## src/sv/lpht_pkg.sv

```systemverilog
package lpht_pkg;

    localparam int KEY_W      = 32;
    localparam int DATA_W     = 32;
    localparam int SLOT_W     = 9;
    localparam int SIZE_W     = 9;
    localparam int OP_W       = 2;
    localparam int STAT_W     = 2;
    // key bits retired per cycle by the remainder unit
    localparam int MOD_DIGITS = 4;

    localparam logic [OP_W-1:0] OP_INSERT = 2'd0;
    localparam logic [OP_W-1:0] OP_SEARCH = 2'd1;
    localparam logic [OP_W-1:0] OP_NEXT   = 2'd2;

    localparam logic [STAT_W-1:0] STAT_OK        = 2'd0;
    localparam logic [STAT_W-1:0] STAT_NOT_FOUND = 2'd1;
    localparam logic [STAT_W-1:0] STAT_FULL      = 2'd2;
    localparam logic [STAT_W-1:0] STAT_NO_MORE   = 2'd3;

    typedef enum logic [2:0] {
        ST_CLEAR,
        ST_IDLE,
        ST_MOD,
        ST_READ,
        ST_CHECK,
        ST_DONE
    } t_state;

    typedef struct packed {
        logic             start;
        logic [KEY_W-1:0] key;
    } t_mod_req;

endpackage

```

## src/sv/lpht_mod.sv

```systemverilog
module lpht_mod #(
    parameter int DIV_W = 9
) (
    input  logic                i_clk,
    input  logic                i_rst_n,
    input  lpht_pkg::t_mod_req  i_req,
    input  logic [DIV_W-1:0]    i_divisor,
    output logic                o_done,
    output logic [DIV_W-1:0]    o_rem
);

    localparam int STEPS = lpht_pkg::KEY_W / lpht_pkg::MOD_DIGITS;
    localparam int CNT_W = $clog2(STEPS);

    logic                      r_busy;
    logic                      r_done;
    logic [CNT_W-1:0]          r_cnt;
    logic [DIV_W-1:0]          r_rem;
    logic [lpht_pkg::KEY_W-1:0] r_key;

    logic [DIV_W:0]            w_t;
    logic [DIV_W-1:0]          w_rem;

    // restoring remainder, several key bits per cycle, MSB first
    always_comb begin
        w_rem = r_rem;
        w_t   = '0;
        for (int k = 0; k < lpht_pkg::MOD_DIGITS; k++) begin
            w_t = {w_rem, r_key[lpht_pkg::KEY_W-1-k]};
            if (w_t >= {1'b0, i_divisor}) begin
                w_t = w_t - {1'b0, i_divisor};
            end
            w_rem = w_t[DIV_W-1:0];
        end
    end

    always_ff @(posedge i_clk) begin
        if (!i_rst_n) begin
            r_busy <= 1'b0;
            r_done <= 1'b0;
            r_cnt  <= '0;
        end else begin
            r_done <= !i_req.start && r_busy && (r_cnt == CNT_W'(STEPS - 1));
            if (i_req.start) begin
                r_busy <= 1'b1;
                r_cnt  <= '0;
            end else if (r_busy) begin
                r_cnt <= r_cnt + CNT_W'(1);
                if (r_cnt == CNT_W'(STEPS - 1)) begin
                    r_busy <= 1'b0;
                end
            end
        end
    end

    always_ff @(posedge i_clk) begin
        if (i_req.start) begin
            r_rem <= '0;
            r_key <= i_req.key;
        end else if (r_busy) begin
            r_rem <= w_rem;
            r_key <= r_key << lpht_pkg::MOD_DIGITS;
        end
    end

    assign o_done = r_done;
    assign o_rem  = r_rem;

endmodule
```

## config.mk

```make
export PLATFORM = sky130hd
export DESIGN_NAME = lpht_mod
export DESIGN_NICKNAME = d
export VERILOG_FILES = /design/src/sv/lpht_pkg.sv /design/src/sv/lpht_mod.sv
export SDC_FILE = /design/constraint.sdc
export NUM_CORES = 1
export LEC_CHECK = 0
export ABC_AREA = 1
export BUFFER_PORTS_ARGS = -buffer_cell sky130_fd_sc_hd__buf_4
export CAP_MARGIN = 20
export CORE_MARGIN = 2
export CORE_UTILIZATION = 40
export DETAILED_ROUTE_END_ITERATION = 10
export PLACE_DENSITY = 0.65
export SLEW_MARGIN = 10
export SYNTH_ARGS = -nofsm -noshare
export SYNTH_HDL_FRONTEND = slang
export SYNTH_SLANG_ARGS = --single-unit
```

## constraint.sdc

```tcl
create_clock -name i_clk -period 14.6 [get_ports i_clk]
set_clock_uncertainty 0.15 [all_clocks]
set_input_delay 1.46 -clock i_clk [delete_from_list [all_inputs] [get_ports i_clk]]
set_output_delay 1.46 -clock i_clk [all_outputs]
set_load 0.02 [all_outputs]
```

==> impl_metrics.ini, run 1 <==
[status]
status = completed

[route]
viasPerCell = 4.90
dr.pass1.iters = 5
ant_nets = 0
wl_per_cell_um = 13.5
drtIter0Drc = 256
vias = 3676
wl_um = 10100
drc = 0

[die]
core_sq_mm = 0.00986
rows = 36
ios = 54
die-area_sq_mm = 0.0111
start_util = 0.416
die_h_um = 105
die_w_um = 105

[place]
dp_hpwl_um = 8120
place.gp.congestion = 0.958
io_buffers = 53
place_area_sq_mm = 0.00462

[cells_and_area]
final_layout_size_suffix_gt1_frac = 0.159
antennaDiodeCount = 0
final_nets = 702
area_growth_pct = 14.5
fin_util = 0.477
final_common_cell = nand2_1
final_cell_area_sq_mm = 0.00470
final_cell_mix = 220 x nand2_1, 74 x inv_1, 54 x buf_4

[clocking]
clk_pin_slew_ps = 90
cts_tree = yes
cts.sinks = 46
cts_max_level = 2
cts-root-buf = clkbuf_8
cts_buffers = 5
cts_setup_buffers = 0
insertion_delay_ps = 300
cts_resized = 0
clockBufferDepth = 2
cts_hold_buf = 0

[timing]
period_share = 0.572
tightest_slew_ps = 852
max_freq_mhz = 120
setup_tns_ps = 0
finalCriticalPeriod_ps = 8350
max_slew_margin = 0.431
rsz0062_at_grt = false
setup_viol = 0
finalMaxSlewViolations = 0
report.final.hold_viol_count = 0

[worst_setup_path]
cp-start-kind = input port
cp_slowest_stage_delay_ps = 450
critPathMaxFanout = 17
cp_data_arrival_time_ps = 8400
critPathCaptureType = flop
path_common_cell = nand2_1
critPathKind = in -> reg
crit_slowest_cell = fa_1
crit_required_ps = 14650

[logic_synthesis]
postSynthAreaPerCell_sq_um = 7.24
synthesis.nets = 653
synth.yosys.seq_area_share = 0.302
synth.distinct_cells = 43
async_flop_share = 0
synth_warnings = 0
yosys_register_bits = 46
synth_area_sq_mm = 0.00411
netlist_instances = 567
synth-main-ff-cell = edfxtp_1
synth_edf_count = 32

[global_routing]
grt_max_degree = 37
overflow = 0
grt_pass1_wl_um = 16700
antenna_found_initial = 0
grt_util_all_layers = 0.187
grt_pass1_vias = 3492

[flow_run]
max_cap_viol_count = 0

[hold_path]
hold_path.class = reg -> reg
==> final timing paths <==
| path | startpoint | end | slack [ps] | depth (start not counted) |
|---|---|---|---|---|
| setup / recovery | i_divisor[1] | o_rem[2]$_SDFFE_PP0P_ | 6250 | 43 |
| setup reg to reg | r_key[31]$_DFFE_PP_ | o_rem[2]$_SDFFE_PP0P_ | 7280 | 44 |
| hold / removal | r_cnt[1]$_SDFFE_PP0P_ | r_cnt[1]$_SDFFE_PP0P_ | 330 | 2 |
| hold reg to reg | r_cnt[1]$_SDFFE_PP0P_ | r_cnt[1]$_SDFFE_PP0P_ | 330 | 2 |
==> cells in the mapped netlist (5+ instances only) <==
master	n	share of area
nor3_1	5	0.0061
inv_1	74	0.068
inv_2	5	0.0046
xor2_1	16	0.034
ha_1	38	0.12
o21ai_0	5	0.0061
edfxtp_1	32	0.23
nand2_1	220	0.20
nand4_1	9	0.014
nand3_1	31	0.038
a21oi_1	16	0.019
nor2_1	19	0.017
o21ai_1	10	0.012
nand2_2	6	0.0091
xnor2_1	10	0.021
dfxtp_1	14	0.068
==> cell type report <==
class / instances / area [sq um]
timing repair buffer: 54 / 405
fill: 987 / 5160
sequential: 46 / 1240
tap: 133 / 166
clock inverter: 2 / 13.8
inverter: 80 / 300
clock buffer: 6 / 72.6
multi-input combinational: 429 / 2500
==> flip-flops by register name, summed over array words and instances (netlist names) <==
name / count
r_key: 32
o_rem: 9
r_cnt: 3
o_done: 1
r_busy: 1
==> routing by layer <==
layer / routed length, um / vias up / track usage / share of wire
li1: - / 1917 / - / -
met1: 4820 / 1645 / 0.251 / 0.48
met2: 4550 / 93 / 0.305 / 0.45
met3: 508 / 21 / 0.0334 / 0.050
met4: 251 / 0 / 0.0590 / 0.025
met5: 0 / - / 0 / 0
==> worst max-delay path: cells and delay by family <==
kind / cells / cell delay (ps)
simple gates: 22 / 2270
compound gates: 10 / 2140
fa+ha+maj: 4 / 1590
buf+inv: 7 / 930
==> cell families (layout without fill, tap and decap cells) <==
family / count (synthesis) / count (layout) / synth area share
AND/OR/NAND/NOR: 311 / 311 / 0.342
buffers and inverters: 92 / 142 / 0.0880
AO/OA/AOI/OAI: 50 / 50 / 0.0774
flip-flops: 46 / 46 / 0.302
adder cells (fa/ha/maj): 42 / 42 / 0.135
XOR/XNOR: 26 / 26 / 0.0554
==> through the flow <==
step | worst slack (ps) | cells | hold WS [ps]
2_1_floorplan | 7070 | 567 | 292
3_3_place_gp | 6150 | 742 | 304
3_5_place_dp | 5990 | 742 | 319
4_1_cts | 6300 | 750 | 331
5_1_grt | 5570 | 750 | 356
6_report | 6250 | 750 | 329
Power of run 1 is not shown: default switching activity piles up to over one toggle a cycle in this logic, so the estimate is an artifact.
==> inputs of run 2 (changes only) <==
==> constraint.sdc (replaced) <==
create_clock -name i_clk -period 8.5 [get_ports i_clk]
set_clock_uncertainty 0.15 [all_clocks]
set_input_delay 0.85 -clock i_clk [delete_from_list [all_inputs] [get_ports i_clk]]
set_output_delay 0.85 -clock i_clk [all_outputs]
set_load 0.02 [all_outputs]
==> run 2 against run 1 <==
  * Flip-flop and latch count is the same
  * Global-route usage shrank 0.45 points
  * Routed wire length shrank 1.6%
  * Die area is the same
==> impl_metrics.ini, run 2 (same netlist as run 1, synthesis figures left out) <==
[global_routing]
overflow = 0
antenna_found_initial = 0
grt_pass1_wl_um = 16300
grt_util_all_layers = 0.182
grt_max_degree = 37
grt_pass1_vias = 3419

[route]
wl_met3_um = 505
viasPerCell = 4.93
dr.pass1.iters = 5
ant_nets = 0
wl_per_cell_um = 13.3
wl_met1_um = 4660
drtIter0Drc = 303
dr.max_layer_used = met4
drc = 0
wl_um = 9970
wl_met2_um = 4650
vias = 3701

[clocking]
cts_tree = yes
clk_pin_slew_ps = 90
cts-root-buf = clkbuf_8
cts_resized = 0
cts_setup_buffers = 0
cts.sinks = 46
insertion_delay_ps = 300
cts_hold_buf = 0
clockBufferDepth = 2
cts_buffers = 5
cts_max_level = 2

[worst_setup_path]
crit_slowest_cell = fa_1
critPathCaptureType = flop
crit_required_ps = 8550
path_common_cell = nand2_1
cp_data_arrival_time_ps = 7770
rr_worst_depth = 44
critPathMaxFanout = 17
critPathKind = in -> reg
cp_slowest_stage_delay_ps = 450
cp-start-kind = input port

[cells_and_area]
final_layout_size_suffix_gt1_frac = 0.160
final_common_cell = nand2_1
final_nets = 702
area_growth_pct = 15.2
antennaDiodeCount = 0
final_cell_mix = 220 x nand2_1, 74 x inv_1, 54 x buf_4
largest-register = r_key
largest_register_ffs = 32
final_cell_area_sq_mm = 0.00473
n_fill_cell = 970

[timing]
setup_tns_ps = 0
finalMaxSlewViolations = 0
report.final.hold_viol_count = 0
rsz0062_at_grt = false
finalCriticalPeriod_ps = 7710
max_slew_margin = 0.455
layout_setup_ws_ps = 786
tightest_slew_ps = 817
hold_slack_ps = 325
setup_viol = 0
max_freq_mhz = 130
period_share = 0.908

[hold_path]
min_path_cells = 2
hold_path.class = reg -> reg

[place]
place_area_sq_mm = 0.00462
place.gp.congestion = 0.958
dpl_worst_slack_ps = 489
dp_hpwl_um = 7980
io_buffers = 53

[die]
die-area_sq_mm = 0.0111
ios = 54
rows = 36
start_util = 0.416
die_h_um = 105
core_sq_mm = 0.00986
die_w_um = 105

[flow_run]
max_cap_viol_count = 0

[status]
status = completed
run 2: changes by cell type in the layout (fill, tap and decap cells not counted):
cell	previous run	this run
bufinv_16	0	1
clkbuf_1	1	0
clkinv_4	1	0
inv_6	0	1
run 2: critical path: cells and delay by family:
kind,cells,cell delay [ps]
AOI/OAI and AO/OA,10,2150
adders and majority gates,4,1580
buffers and inverters,7,890
and+or+nand+nor,22,2280
run 2: path summary, 6_finish.rpt:
check | end | startpoint | slack, ps
max | o_rem[4]$_SDFFE_PP0P_ | i_divisor[1] | 790
min | r_cnt[2]$_SDFFE_PP0P_ | r_cnt[2]$_SDFFE_PP0P_ | 320
max reg2reg | o_rem[4]$_SDFFE_PP0P_ | r_key[31]$_DFFE_PP_ | 1170
min reg2reg | r_cnt[2]$_SDFFE_PP0P_ | r_cnt[2]$_SDFFE_PP0P_ | 320
run 2: final cells by class:
class	count	area, sq um	share of cell area
multi-input cells	429	2500	0.529
flip-flops and latches	46	1240	0.262
repair buffers	54	405	0.0857
inverters	80	300	0.0635
well taps	133	166	0.0352
clock buffers	5	68.8	0.0145
clock inverters	3	43.8	0.00926
run 2: metal layers:
layer  vias up  track usage
met2       103        0.300
met3        15       0.0278
met1      1670        0.249
li1       1913            -
met4         0       0.0476
met5         -            0
run 2: stage by stage:
stage | std cells | utilization
final | 750 | 0.480
after global routing | 750 | 0.480
after CTS | 750 | 0.480
after detailed placement | 742 | 0.468
after global placement | 742 | 0.468
after floorplan | 567 | -
Power of run 2 is left out for the same reason.
